### src/ultrasonic_echo_ranger_ascii_unit_assert.svh
// Assertion macros for the echo ranger; define ASSERT_OFF to compile them out.
`ifndef ULTRASONIC_ECHO_RANGER_ASCII_UNIT_ASSERT_SVH
`define ULTRASONIC_ECHO_RANGER_ASCII_UNIT_ASSERT_SVH

`ifndef ASSERT_OFF

// Implication in the same cycle.
`define EUR_ASSERT_IMP(lbl, ante, cons) \
  lbl: assert property (@(posedge clk) disable iff (!rst_n) (ante) |-> (cons)) \
    else $error("echo ranger assertion failed");

// Implication in the next cycle.
`define EUR_ASSERT_NXT(lbl, ante, cons) \
  lbl: assert property (@(posedge clk) disable iff (!rst_n) (ante) |=> (cons)) \
    else $error("echo ranger assertion failed");

`else

`define EUR_ASSERT_IMP(lbl, ante, cons)
`define EUR_ASSERT_NXT(lbl, ante, cons)

`endif

`endif

### src/eur_pkg.sv
`default_nettype none

package eur_pkg;

  // Field and state widths
  localparam int CountW  = 16;
  localparam int TimerW  = 20;
  localparam int TrigW   = 16;
  localparam int HoldW   = 20;
  localparam int DivW    = 8;
  localparam int DvdW    = CountW + 4;
  localparam int DvdCntW = $clog2(DvdW + 1);
  localparam int CmpW    = (TimerW > HoldW) ? TimerW : HoldW;
  localparam int AddrW   = 4;
  localparam int IdxW    = 3;
  localparam int BcdN    = 4;

  // Register reset values
  localparam logic [TrigW-1:0] TrigReset = TrigW'(100);
  localparam logic [HoldW-1:0] HoldReset = HoldW'(100100);
  localparam logic [DivW-1:0]  DivReset  = DivW'(58);

  // Register indexes
  localparam logic [1:0] RegTrig = 2'd0;
  localparam logic [1:0] RegHold = 2'd1;
  localparam logic [1:0] RegDiv  = 2'd2;

  // Report characters
  localparam logic [7:0] AsciiZero = 8'h30;
  localparam logic [7:0] AsciiCr   = 8'd13;
  localparam logic [7:0] AsciiLf   = 8'd10;
  localparam logic [IdxW-1:0] IdxCr   = IdxW'(4);
  localparam logic [IdxW-1:0] IdxLast = IdxW'(5);

  typedef enum logic [1:0] {
    PH_TRIG  = 2'd0,
    PH_WAIT  = 2'd1,
    PH_COUNT = 2'd2,
    PH_HOLD  = 2'd3
  } phase_t;

  typedef enum logic [1:0] {
    ST_IDLE,
    ST_CONV,
    ST_EMIT
  } ctl_state_t;

  // One bit of a serial stream
  typedef struct packed {
    logic valid;
    logic data;
  } sbit_t;

endpackage

`default_nettype wire

### src/ultrasonic_echo_ranger_ascii_unit.sv
// Ordinary tick: result in the output register in the cycle after the request is taken.
// Echo-falling tick: bit-serial division feeding a serial BCD converter, then six
// bytes at one per cycle while the output is not stalled.
// One tick per cycle while out_stall is low; a report tick stalls input until it is sent.
// Synchronous active-low reset: trigger phase, zero timer and count, registers at defaults.
`default_nettype none
`include "ultrasonic_echo_ranger_ascii_unit_assert.svh"

module ultrasonic_echo_ranger_ascii_unit
  import eur_pkg::*;
(
  input  wire logic             clk,
  input  wire logic             rst_n,
  // tick input
  input  wire logic             in_valid,
  output logic                  in_stall,
  input  wire logic             in_echo_level,
  // result output
  output logic                  out_valid,
  input  wire logic             out_stall,
  output logic                  out_trigger_level,
  output logic                  out_byte_valid,
  output logic [7:0]            out_text_byte,
  output logic                  out_last,
  // configuration
  input  wire logic             psel,
  input  wire logic             penable,
  input  wire logic             pwrite,
  input  wire logic [AddrW-1:0] paddr,
  input  wire logic [31:0]      pwdata,
  output logic [31:0]           prdata,
  output logic                  pready
);

  logic [TrigW-1:0] trig_len_r;
  logic [HoldW-1:0] hold_len_r;
  logic [DivW-1:0]  div_val_r;

  ctl_state_t        state_r, state_nxt;
  phase_t            phase_r, phase_nxt;
  logic [TimerW-1:0] timer_r, timer_nxt;
  logic [CountW-1:0] count_r, count_nxt;
  logic [IdxW-1:0]   idx_r, idx_nxt;

  logic              out_valid_r, out_valid_nxt;
  logic              out_trig_r, out_trig_nxt;
  logic              out_bv_r, out_bv_nxt;
  logic [7:0]        out_byte_r, out_byte_nxt;
  logic              out_last_r, out_last_nxt;
  logic              out_load;

  logic              accept;
  logic              out_free;
  logic              div_start;
  logic              div_busy;
  logic [DvdW-1:0]   dividend;
  logic [TimerW-1:0] t_inc;
  logic              t_sat;
  sbit_t             qbit;
  logic [BcdN-1:0][3:0] digits;
  logic [3:0]        digit_sel;
  logic              cfg_wr;

  // Configuration registers
  assign cfg_wr = psel && penable && pwrite;
  assign pready = 1'b1;

  always_ff @(posedge clk) begin
    if (!rst_n) begin
      trig_len_r <= TrigReset;
      hold_len_r <= HoldReset;
      div_val_r  <= DivReset;
    end else if (cfg_wr) begin
      unique case (paddr[3:2])
        RegTrig: trig_len_r <= pwdata[TrigW-1:0];
        RegHold: hold_len_r <= pwdata[HoldW-1:0];
        RegDiv:  div_val_r  <= pwdata[DivW-1:0];
        default: ;
      endcase
    end
  end

  always_comb begin
    unique case (paddr[3:2])
      RegTrig: prdata = 32'(trig_len_r);
      RegHold: prdata = 32'(hold_len_r);
      RegDiv:  prdata = 32'(div_val_r);
      default: prdata = '0;
    endcase
  end

  // Saturating phase timer step and scaled count for the divider
  assign t_inc    = (timer_r == {TimerW{1'b1}}) ? timer_r : timer_r + TimerW'(1);
  assign t_sat    = t_inc == {TimerW{1'b1}};
  assign dividend = (DvdW'(count_r) << 3) + (DvdW'(count_r) << 1);

  assign out_free = !out_valid_r || !out_stall;
  assign in_stall = !((state_r == ST_IDLE) && out_free);
  assign accept   = in_valid && !in_stall;

  // Pick the digit for the byte about to go out, thousands first
  assign digit_sel = digits[2'(2'd3 - idx_r[1:0])];

  // Next state and output register
  always_comb begin
    state_nxt     = state_r;
    phase_nxt     = phase_r;
    timer_nxt     = timer_r;
    count_nxt     = count_r;
    idx_nxt       = idx_r;
    div_start     = 1'b0;
    out_load      = 1'b0;
    out_valid_nxt = out_valid_r && out_stall;
    out_trig_nxt  = 1'b0;
    out_bv_nxt    = 1'b0;
    out_byte_nxt  = '0;
    out_last_nxt  = 1'b1;

    unique case (state_r)
      ST_IDLE: begin
        if (accept) begin
          out_load = 1'b1;
          unique case (phase_r)
            PH_TRIG: begin
              out_trig_nxt = 1'b1;
              if ((CmpW'(t_inc) >= CmpW'(trig_len_r)) || t_sat) begin
                phase_nxt = PH_WAIT;
                timer_nxt = '0;
              end else begin
                timer_nxt = t_inc;
              end
            end
            PH_WAIT: begin
              if (in_echo_level) begin
                count_nxt = CountW'(1);
                phase_nxt = PH_COUNT;
              end
            end
            PH_COUNT: begin
              if (in_echo_level) begin
                if (count_r != {CountW{1'b1}}) begin
                  count_nxt = count_r + CountW'(1);
                end
              end else begin
                out_load  = 1'b0;
                div_start = 1'b1;
                timer_nxt = '0;
                phase_nxt = (hold_len_r == '0) ? PH_TRIG : PH_HOLD;
                state_nxt = ST_CONV;
              end
            end
            PH_HOLD: begin
              if ((CmpW'(t_inc) >= CmpW'(hold_len_r)) || t_sat) begin
                phase_nxt = PH_TRIG;
                timer_nxt = '0;
              end else begin
                timer_nxt = t_inc;
              end
            end
            default: ;
          endcase
        end
      end
      ST_CONV: begin
        if (!div_busy) begin
          idx_nxt   = '0;
          state_nxt = ST_EMIT;
        end
      end
      ST_EMIT: begin
        if (out_free) begin
          out_load     = 1'b1;
          out_bv_nxt   = 1'b1;
          out_last_nxt = idx_r == IdxLast;
          if (idx_r == IdxLast) begin
            out_byte_nxt = AsciiLf;
            state_nxt    = ST_IDLE;
          end else if (idx_r == IdxCr) begin
            out_byte_nxt = AsciiCr;
          end else begin
            out_byte_nxt = AsciiZero + 8'(digit_sel);
          end
          idx_nxt = idx_r + IdxW'(1);
        end
      end
      default: state_nxt = ST_IDLE;
    endcase

    if (out_load) begin
      out_valid_nxt = 1'b1;
    end
  end

  // Hold control state
  always_ff @(posedge clk) begin
    if (!rst_n) begin
      state_r     <= ST_IDLE;
      phase_r     <= PH_TRIG;
      timer_r     <= '0;
      count_r     <= '0;
      idx_r       <= '0;
      out_valid_r <= 1'b0;
    end else begin
      state_r     <= state_nxt;
      phase_r     <= phase_nxt;
      timer_r     <= timer_nxt;
      count_r     <= count_nxt;
      idx_r       <= idx_nxt;
      out_valid_r <= out_valid_nxt;
    end
  end

  // Load the result payload
  always_ff @(posedge clk) begin
    if (out_load) begin
      out_trig_r <= out_trig_nxt;
      out_bv_r   <= out_bv_nxt;
      out_byte_r <= out_byte_nxt;
      out_last_r <= out_last_nxt;
    end
  end

  assign out_valid         = out_valid_r;
  assign out_trigger_level = out_trig_r;
  assign out_byte_valid    = out_bv_r;
  assign out_text_byte     = out_byte_r;
  assign out_last          = out_last_r;

  eur_div u_div (
    .clk      (clk),
    .rst_n    (rst_n),
    .start    (div_start),
    .dividend (dividend),
    .divisor  (div_val_r),
    .q_o      (qbit),
    .busy     (div_busy)
  );

  eur_bcd u_bcd (
    .clk      (clk),
    .clear    (div_start),
    .bit_i    (qbit),
    .digits_o (digits)
  );

  // Divider runs only during conversion
  `EUR_ASSERT_IMP(a_div_in_conv, div_busy, state_r == ST_CONV)
  // A report ends on line feed
  `EUR_ASSERT_IMP(a_lf_last, out_valid && out_byte_valid && out_last, out_text_byte == AsciiLf)
  // Trigger stays low on report bytes
  `EUR_ASSERT_IMP(a_trig_low, out_valid && out_byte_valid, !out_trigger_level)
  // Conversion follows an echo fall, which leaves the counting phase
  `EUR_ASSERT_NXT(a_start_phase, div_start, state_r == ST_CONV && phase_r != PH_COUNT)

endmodule

`default_nettype wire

### src/eur_div.sv
`default_nettype none

module eur_div
  import eur_pkg::*;
(
  input  wire logic            clk,
  input  wire logic            rst_n,
  input  wire logic            start,
  input  wire logic [DvdW-1:0] dividend,
  input  wire logic [DivW-1:0] divisor,
  output sbit_t                q_o,
  output logic                 busy
);

  logic               busy_r, busy_nxt;
  logic [DvdCntW-1:0] cnt_r, cnt_nxt;
  logic [DvdW-1:0]    dvd_r;
  logic [DivW-1:0]    rem_r, rem_nxt;
  logic [DivW-1:0]    div_r;
  logic [DivW:0]      trial;
  logic [DivW:0]      diff;
  logic               ge;

  // Restoring step: bring down one dividend bit, subtract where it fits
  always_comb begin
    trial   = {rem_r, dvd_r[DvdW-1]};
    diff    = trial - {1'b0, div_r};
    ge      = trial >= {1'b0, div_r};
    rem_nxt = ge ? diff[DivW-1:0] : trial[DivW-1:0];
    cnt_nxt = cnt_r - DvdCntW'(1);
    busy_nxt = busy_r && (cnt_r != DvdCntW'(1));
  end

  // Hold the step count; advance one quotient bit a cycle
  always_ff @(posedge clk) begin
    if (!rst_n) begin
      busy_r <= 1'b0;
      cnt_r  <= '0;
    end else if (start) begin
      busy_r <= 1'b1;
      cnt_r  <= DvdCntW'(DvdW);
      dvd_r  <= dividend;
      rem_r  <= '0;
      div_r  <= (divisor == '0) ? DivW'(1) : divisor;
    end else if (busy_r) begin
      busy_r <= busy_nxt;
      cnt_r  <= cnt_nxt;
      dvd_r  <= {dvd_r[DvdW-2:0], 1'b0};
      rem_r  <= rem_nxt;
    end
  end

  assign q_o.valid = busy_r;
  assign q_o.data  = ge;
  assign busy      = busy_r;

endmodule

`default_nettype wire

### src/eur_bcd.sv
`default_nettype none

module eur_bcd
  import eur_pkg::*;
(
  input  wire logic                 clk,
  input  wire logic                 clear,
  input  wire sbit_t                bit_i,
  output logic [BcdN-1:0][3:0]      digits_o
);

  logic [BcdN-1:0][3:0] dig_r;
  logic [BcdN-1:0][3:0] adj;
  logic [BcdN-1:0][3:0] dig_nxt;

  // Correct each digit of five or more, then shift the bit in; the top
  // digit's carry drops out, which keeps the value modulo ten thousand
  always_comb begin
    for (int i = 0; i < BcdN; i++) begin
      adj[i] = (dig_r[i] >= 4'd5) ? dig_r[i] + 4'd3 : dig_r[i];
    end
    dig_nxt = {adj[BcdN-1][2:0], adj[BcdN-2:0], bit_i.data};
  end

  always_ff @(posedge clk) begin
    if (clear) begin
      dig_r <= '0;
    end else if (bit_i.valid) begin
      dig_r <= dig_nxt;
    end
  end

  assign digits_o = dig_r;

endmodule

`default_nettype wire

### config.mk
export PLATFORM = sky130hd
export DESIGN_NAME = ultrasonic_echo_ranger_ascii_unit
export DESIGN_NICKNAME = d
export VERILOG_FILES = /design/src/eur_pkg.sv /design/src/ultrasonic_echo_ranger_ascii_unit.sv /design/src/eur_div.sv /design/src/eur_bcd.sv
export VERILOG_INCLUDE_DIRS = /design/src /design/src/src
export SDC_FILE = /design/constraint.sdc
export NUM_CORES = 1
export LEC_CHECK = 0
export ABC_AREA = 1
export BUFFER_PORTS_ARGS = -buffer_cell sky130_fd_sc_hd__buf_2
export CORE_MARGIN = 2
export CORE_UTILIZATION = 35
export CTS_BUF_LIST = sky130_fd_sc_hd__clkbuf_8 sky130_fd_sc_hd__clkbuf_16
export DETAILED_ROUTE_END_ITERATION = 7
export GPL_TIMING_DRIVEN = 0
export PLACE_DENSITY_LB_ADDON = 0.3
export SYNTH_ARGS = -nofsm -noshare
export SYNTH_HDL_FRONTEND = slang
export SYNTH_SLANG_ARGS = --single-unit
export TNS_END_PERCENT = 100
### constraint.sdc
create_clock -name clk -period 8.35 [get_ports clk]
set_input_delay 0.835 -clock clk [delete_from_list [all_inputs] [get_ports clk]]
set_output_delay 0.835 -clock clk [all_outputs]
set_load 0.02 [all_outputs]
==> reports/qor.txt, run 1 <==
TritonCTS clock tree - done
WHS Path Cells - 2
ys flop type - dfxtp_1
Area growth, synth to finish - 14.8%
chip width - 171 um
Fillers - 2878
die area - 29300 um2
area share of fa/ha/maj cells after synthesis - 0.103
worst min path class - reg2reg
clock transition at the registers of the reported paths - 0.07 ns
Place WS - 4.53 ns
Post-Syn Instances - 1290
gr ovfl total - 0
Final ANT Viol Nets - 0
Mean Syn Cell Area - 7.58 um2
FF+latch count, synth - 153
Iteration-0 DRC Markers - 612
max frequency - 262 MHz
final worst slack - 4.54 ns
endpoints failing setup - 0
Max Cap Viol - 0
R2R Path End - timer_r[10]$_SDFFE_PN0P_
Sequential Power Share - 0.458
Sw Share - 0.258
setup bufs post-CTS - 0
CP required - 8.70 ns
Initial Util - 0.354
GPL Wtd Cong - 0.886
Max transition margin - 0.0814
HPWL after detailed placement - 19300 um
first-pass GRT wire length - 40900 um
Post-layout nets - 1505
Core Area - 27600 um2
post-synthesis cell type count - 52
port bufs - 60
TritonCTS buffer count - 17
xor-xnor portion of the synthesized cell area - 0.0242
H-tree levels - 4
TritonRoute pass-1 iters - 5
number of synthesized flops with an enable pin - 43
row count - 61
Pwr Total - 1.68 mW
combinational family with the most area after synthesis - simple AND/OR/NAND/NOR gates
Clock Skew - 0.0127 ns
Simple-Gate Fraction of Synth Area - 0.229
average vias per placed instance - 4.90
FF-to-FF Start - timer_r[1]$_SDFFE_PN0P_
DRC viols - 0
Async S/R FF share, synth - 0
Worst Setup Start Kind - flop
area of the multi-input gates - 5300 um2
critical path startpoint - timer_r[1]$_SDFFE_PN0P_
synthesized area - 9770 um2
Comb pwr share - 0.062
vias - 8683
mux contribution to synthesized area - 0
worst IR drop on VDD - 131 uV
TNS Setup - 0 ns
r2r setup slk - 4.54 ns
Post-CTS Resized - 0
most frequent cells in the layout - nand2_1 (256), inv_1 (177), a21oi_1 (117), dfxtp_1 (110), o21ai_0 (103)
status - finished clean
placed inst area - 10600 um2
CTS Buffer Depth - 2
largest net degree at the start of global routing - 28
unrepaired setup endpoints after global routing - no
clk_lat worst skew - 0.43 ns
clock sink count - 153
register area share after synthesis - 0.357
io pins - 90
total track usage - 0.176
Die Y - 171 um
WS Path Type - reg2reg
Yosys warnings - 0
Arr. time, crit path - 4.16 ns
worst slew pin tran - 1.36 ns
crit-path max FO - 10
CP endpoint kind - flop
Power Density - 150 nW/um2
Clk pwr share - 0.480
most common cell after layout, fill and taps aside - nand2_1
layout cell share with drive strength beyond 1 - 0.142
Final Cell Area - 11200 um2
Routed WL per cell - 14.0 um
Final Hold Fails - 0
count of hold buffers inserted by post-cts repair - 0
CTS root buf - clkbuf_16
Min-Delay Endpoint - u_div.cnt_r[1]$_SDFFE_PP0P_
R2R depth - 23
fin. max-slew vios - 0
Routed Wire Length - 24900 um
compound-gate portion of the synthesized area - 0.181
switching pwr - 0.434 mW
LEAKAGE - 5.00 nW
sequential cell area - 3490 um2
antenna violations before repair - 0
hold_sp - u_div.cnt_r[1]$_SDFFE_PP0P_
# diodes - 0
post-route minimum period - 3.81 ns
vias in the first global route - 8190
Int Power - 1.25 mW
fin util - 0.406
Final Cycle Share - 0.456
==> logic make-up after synthesis <==
family                     after synthesis
and+or+nand+nor                        482
xor gates and xnor gates                27
other                                    2
DFF                                    153
adders and majority gates               79
buffers and inverters                  239
AOI/OAI and AO/OA                      308
==> per-layer routing <==
layer	share of wire	GRT usage
met1	0.47	0.231
met2	0.46	0.286
met3	0.047	0.0365
met4	0.024	0.0601
met5	0	0
==> layout make-up <==
cell class                      count  share of cell area
Buffer                             59              0.0318
Clock buffer                       18              0.0401
Timing Repair Buffer               60              0.0268
Tap cell                          378              0.0421
Sequential cell                   153               0.311
Inverter                          180              0.0602
Multi-Input combinational cell    911               0.472
Clock inverter                     14              0.0155
==> flip-flops by register name (all words and copies together), names as in the netlist, 5 cells and up <==
signal	cells
u_div.div_r	8
hold_len_r	20
u_bcd.digits_o	16
u_div.cnt_r	5
u_div.rem_r	8
out_text_byte	5
trig_len_r	16
timer_r	20
count_r	16
u_div.dvd_r	19
div_val_r	8
==> per-stage QoR <==
stage,cells,hold slack [ns]
2_1_floorplan,1303,0.449
3_3_place_gp,1741,0.474
3_5_place_dp,1741,0.478
4_1_cts,1773,0.490
5_1_grt,1773,0.511
6_report,1773,0.489
==> power groups by stage <==
stage,combinational (mW),clock (mW),sequential [mW]
2_1_floorplan,0.0654,0,0.789
3_3_place_gp,0.102,0,0.787
3_5_place_dp,0.103,0,0.787
4_1_cts,0.103,0.819,0.770
5_1_grt,0.114,0.851,0.771
6_report,0.103,0.808,0.770
==> worst max path at each step <==
stage	endpoint	slack, ns	depth (start not counted)
global placement	u_div.dvd_r[12]$_DFFE_PP_	4.56	8
finish	timer_r[10]$_SDFFE_PN0P_	4.54	23
detailed placement	u_div.dvd_r[12]$_DFFE_PP_	4.53	8
floorplan	timer_r[10]$_SDFFE_PN0P_	5.21	23
CTS	timer_r[10]$_SDFFE_PN0P_	4.52	23
global route	timer_r[10]$_SDFFE_PN0P_	4.14	23
==> critical path, cell delays in order, from the launching register on <==
cell,delay (ns)
dfxtp_1,0.41
ha_1,0.27
nand2_2,0.09
nor2_4,0.18
nand2_4,0.12
nor2_4,0.14
nand2_4,0.07
buf_6,0.14
buf_4,0.17
clkbuf_1,0.23
nand2_1,0.18
ha_1,0.26
a21oi_1,0.13
nor2_1,0.05
a211oi_1,0.22
o21ai_0,0.15
nand2_1,0.08
nand3_1,0.06
nor2_1,0.19
nand3_4,0.12
nand2_4,0.09
buf_6,0.17
nand2_2,0.07
a21oi_2,0.12
==> cell usage after synthesis, types with 3 or more instances <==
library cell / number / area [um2]
o41ai_1: 3 / 26.3
ha_1: 77 / 963
nand2_4: 5 / 56.3
a21oi_1: 117 / 586
o21ai_1: 4 / 20.0
buf_4: 17 / 128
o221ai_1: 7 / 61.3
xor2_1: 15 / 131
a31oi_1: 10 / 62.6
o31ai_1: 3 / 22.5
o21ai_0: 103 / 515
buf_6: 3 / 33.8
a211oi_1: 4 / 30.0
nor2_1: 85 / 319
or2_2: 4 / 25.0
o211ai_1: 20 / 150
nand2_2: 24 / 150
nor2_2: 6 / 37.5
nand3_2: 7 / 70.1
nand4_1: 18 / 113
nand3_1: 42 / 210
dfxtp_1: 110 / 2200
nor3_1: 12 / 60.1
nor2_4: 5 / 56.3
inv_2: 3 / 11.3
o21bai_1: 3 / 22.5
edfxtp_1: 43 / 1290
xnor2_1: 12 / 105
clkbuf_1: 31 / 116
o22ai_1: 10 / 62.6
inv_1: 177 / 664
nor4_1: 7 / 43.8
nand2_1: 256 / 961
a21oi_2: 20 / 175
clkbuf_8: 3 / 41.3
No activity file was read; power rests on OpenSTA's default activity.
==> run 2, diff against run 1 <==
==> constraint.sdc (replaced) <==
create_clock -name clk -period 3.45 [get_ports clk]
set_input_delay 0.345 -clock clk [delete_from_list [all_inputs] [get_ports clk]]
set_output_delay 0.345 -clock clk [all_outputs]
set_load 0.02 [all_outputs]
==> reports/qor.txt, run 2 (synthesis results as in run 1) <==
Placed Instances - 1741
Clock Skew - 0.0124 ns
chip width - 171 um
antenna violations before repair - 0
CTS root buf - clkbuf_16
worst IR drop on VDD - 316 uV
most common cell after layout, fill and taps aside - nand2_1
CTS Buffer Depth - 2
clock sink count - 153
worst min path class - in2reg
first-pass GRT wire length - 41000 um
max frequency - 328 MHz
# diodes - 0
Hold WS - 0.145 ns
Final Cell Area - 11300 um2
layout cell share with drive strength beyond 1 - 0.148
post-route minimum period - 3.05 ns
WHS Path Cells - 3
Core Area - 27600 um2
WS Path Type - reg2reg
Initial Util - 0.354
CP required - 3.81 ns
Final Cycle Share - 0.883
Iteration-0 DRC Markers - 571
endpoints failing setup - 0
H-tree levels - 4
Post-layout nets - 1504
Pwr Total - 4.08 mW
Power Density - 362 nW/um2
Worst Setup Start Kind - flop
Routed WL per cell - 14.1 um
final worst slack - 0.402 ns
Area growth, synth to finish - 15.2%
TritonRoute pass-1 iters - 5
clk_lat worst skew - 0.43 ns
GPL Wtd Cong - 0.886
die area - 29300 um2
total track usage - 0.176
R2R depth - 21
Comb pwr share - 0.062
Final Hold Fails - 0
Int Power - 3.02 mW
DRC viols - 0
crit-path max FO - 28
TritonCTS clock tree - done
average vias per placed instance - 4.88
Sequential Power Share - 0.457
clock transition at the registers of the reported paths - 0.07 ns
LEAKAGE - 5.01 nW
Routed Wire Length - 24900 um
Max transition margin - 0.102
most frequent cells in the layout - nand2_1 (254), inv_1 (177), a21oi_1 (117), dfxtp_1 (108), o21ai_0 (102)
CP endpoint kind - flop
worst slew pin tran - 1.33 ns
HPWL after detailed placement - 19300 um
Place WS - -0.329 ns
fin. max-slew vios - 0
status - finished clean
post-route insts no fill - 1772
Largest regs - hold_len_r x20, timer_r x20, u_div.dvd_r x19
TritonCTS buffer count - 17
Final ANT Viol Nets - 0
count of hold buffers inserted by post-cts repair - 0
Sw Share - 0.259
switching pwr - 1.06 mW
port bufs - 60
vias - 8653
Clk pwr share - 0.481
Die Y - 171 um
unrepaired setup endpoints after global routing - no
row count - 61
vias in the first global route - 8188
placed inst area - 10600 um2
Arr. time, crit path - 3.40 ns
Max Cap Viol - 0
io pins - 90
largest net degree at the start of global routing - 28
gr ovfl total - 0
-- run 2: per-layer routing --
metal | GRT usage | vias to the layer above | routed length (um) | part of all wire
met5 | 0 | - | 0 | 0
met4 | 0.0590 | 0 | 584 | 0.023
met3 | 0.0363 | 38 | 1210 | 0.049
met2 | 0.287 | 182 | 11500 | 0.46
met1 | 0.231 | 3966 | 11700 | 0.47
li1 | - | 4467 | - | -
-- run 2: path summary, 6_finish.rpt --
| kind | start | to | slack, ns |
|---|---|---|---|
| min | pwdata[15] | hold_len_r[15]$_SDFFE_PN1P_ | 0.14 |
| max reg2reg | timer_r[0]$_SDFFE_PN0P_ | timer_r[10]$_SDFFE_PN0P_ | 0.40 |
| max | timer_r[0]$_SDFFE_PN0P_ | timer_r[10]$_SDFFE_PN0P_ | 0.40 |
| min reg2reg | u_div.cnt_r[1]$_SDFFE_PP0P_ | u_div.cnt_r[1]$_SDFFE_PP0P_ | 0.49 |
-- run 2: metrics by stage --
stage,utilization,TNS (ns)
2_1_floorplan,-,0
3_3_place_gp,0.384,-6.62
3_5_place_dp,0.384,-7.65
4_1_cts,0.406,0
5_1_grt,0.408,0
6_report,0.408,0
-- run 2: critical path, stage by stage (launching register included) --
cell and delay (ns):
dfxtp_4 0.38, ha_4 0.16, nand2_2 0.07, nor2_4 0.18, nand2_4 0.12, nor2_4 0.14, nand2_4 0.07, buf_6 0.18
nand2_2 0.11, ha_1 0.25, a21oi_1 0.13, nor2_1 0.06, a211oi_2 0.17, o21ai_1 0.10, nand2_1 0.07, nand3_1 0.07
nor2_2 0.16, nand3_4 0.11, nand2_4 0.10, buf_8 0.16, nand2_2 0.06, a21oi_2 0.12
-- run 2: power by group through the flow --
stage / sequential, mW / clock [mW] / combinational (mW)
final: 1.87 / 1.96 / 0.252
after global routing: 1.87 / 2.06 / 0.278
after CTS: 1.86 / 1.98 / 0.250
after detailed placement: 1.91 / 0 / 0.249
after global placement: 1.91 / 0 / 0.246
after floorplan: 1.91 / 0 / 0.158
-- run 2: cell type report --
type / count / area [um2]
tap: 378 / 473
sequential: 153 / 3500
clock inverter: 14 / 174
clock buffer: 18 / 450
inverter: 180 / 676
multi-input combinational: 911 / 5330
fill: 2878 / 16400
timing repair buffer: 61 / 308
buffer: 57 / 353
-- run 2: timing repair --
action,CTS,global route
pin swaps,0,2
endpoints found under the setup margin,49,49
gates cloned,0,0
buffers inserted,0,1
resized for setup,5,10
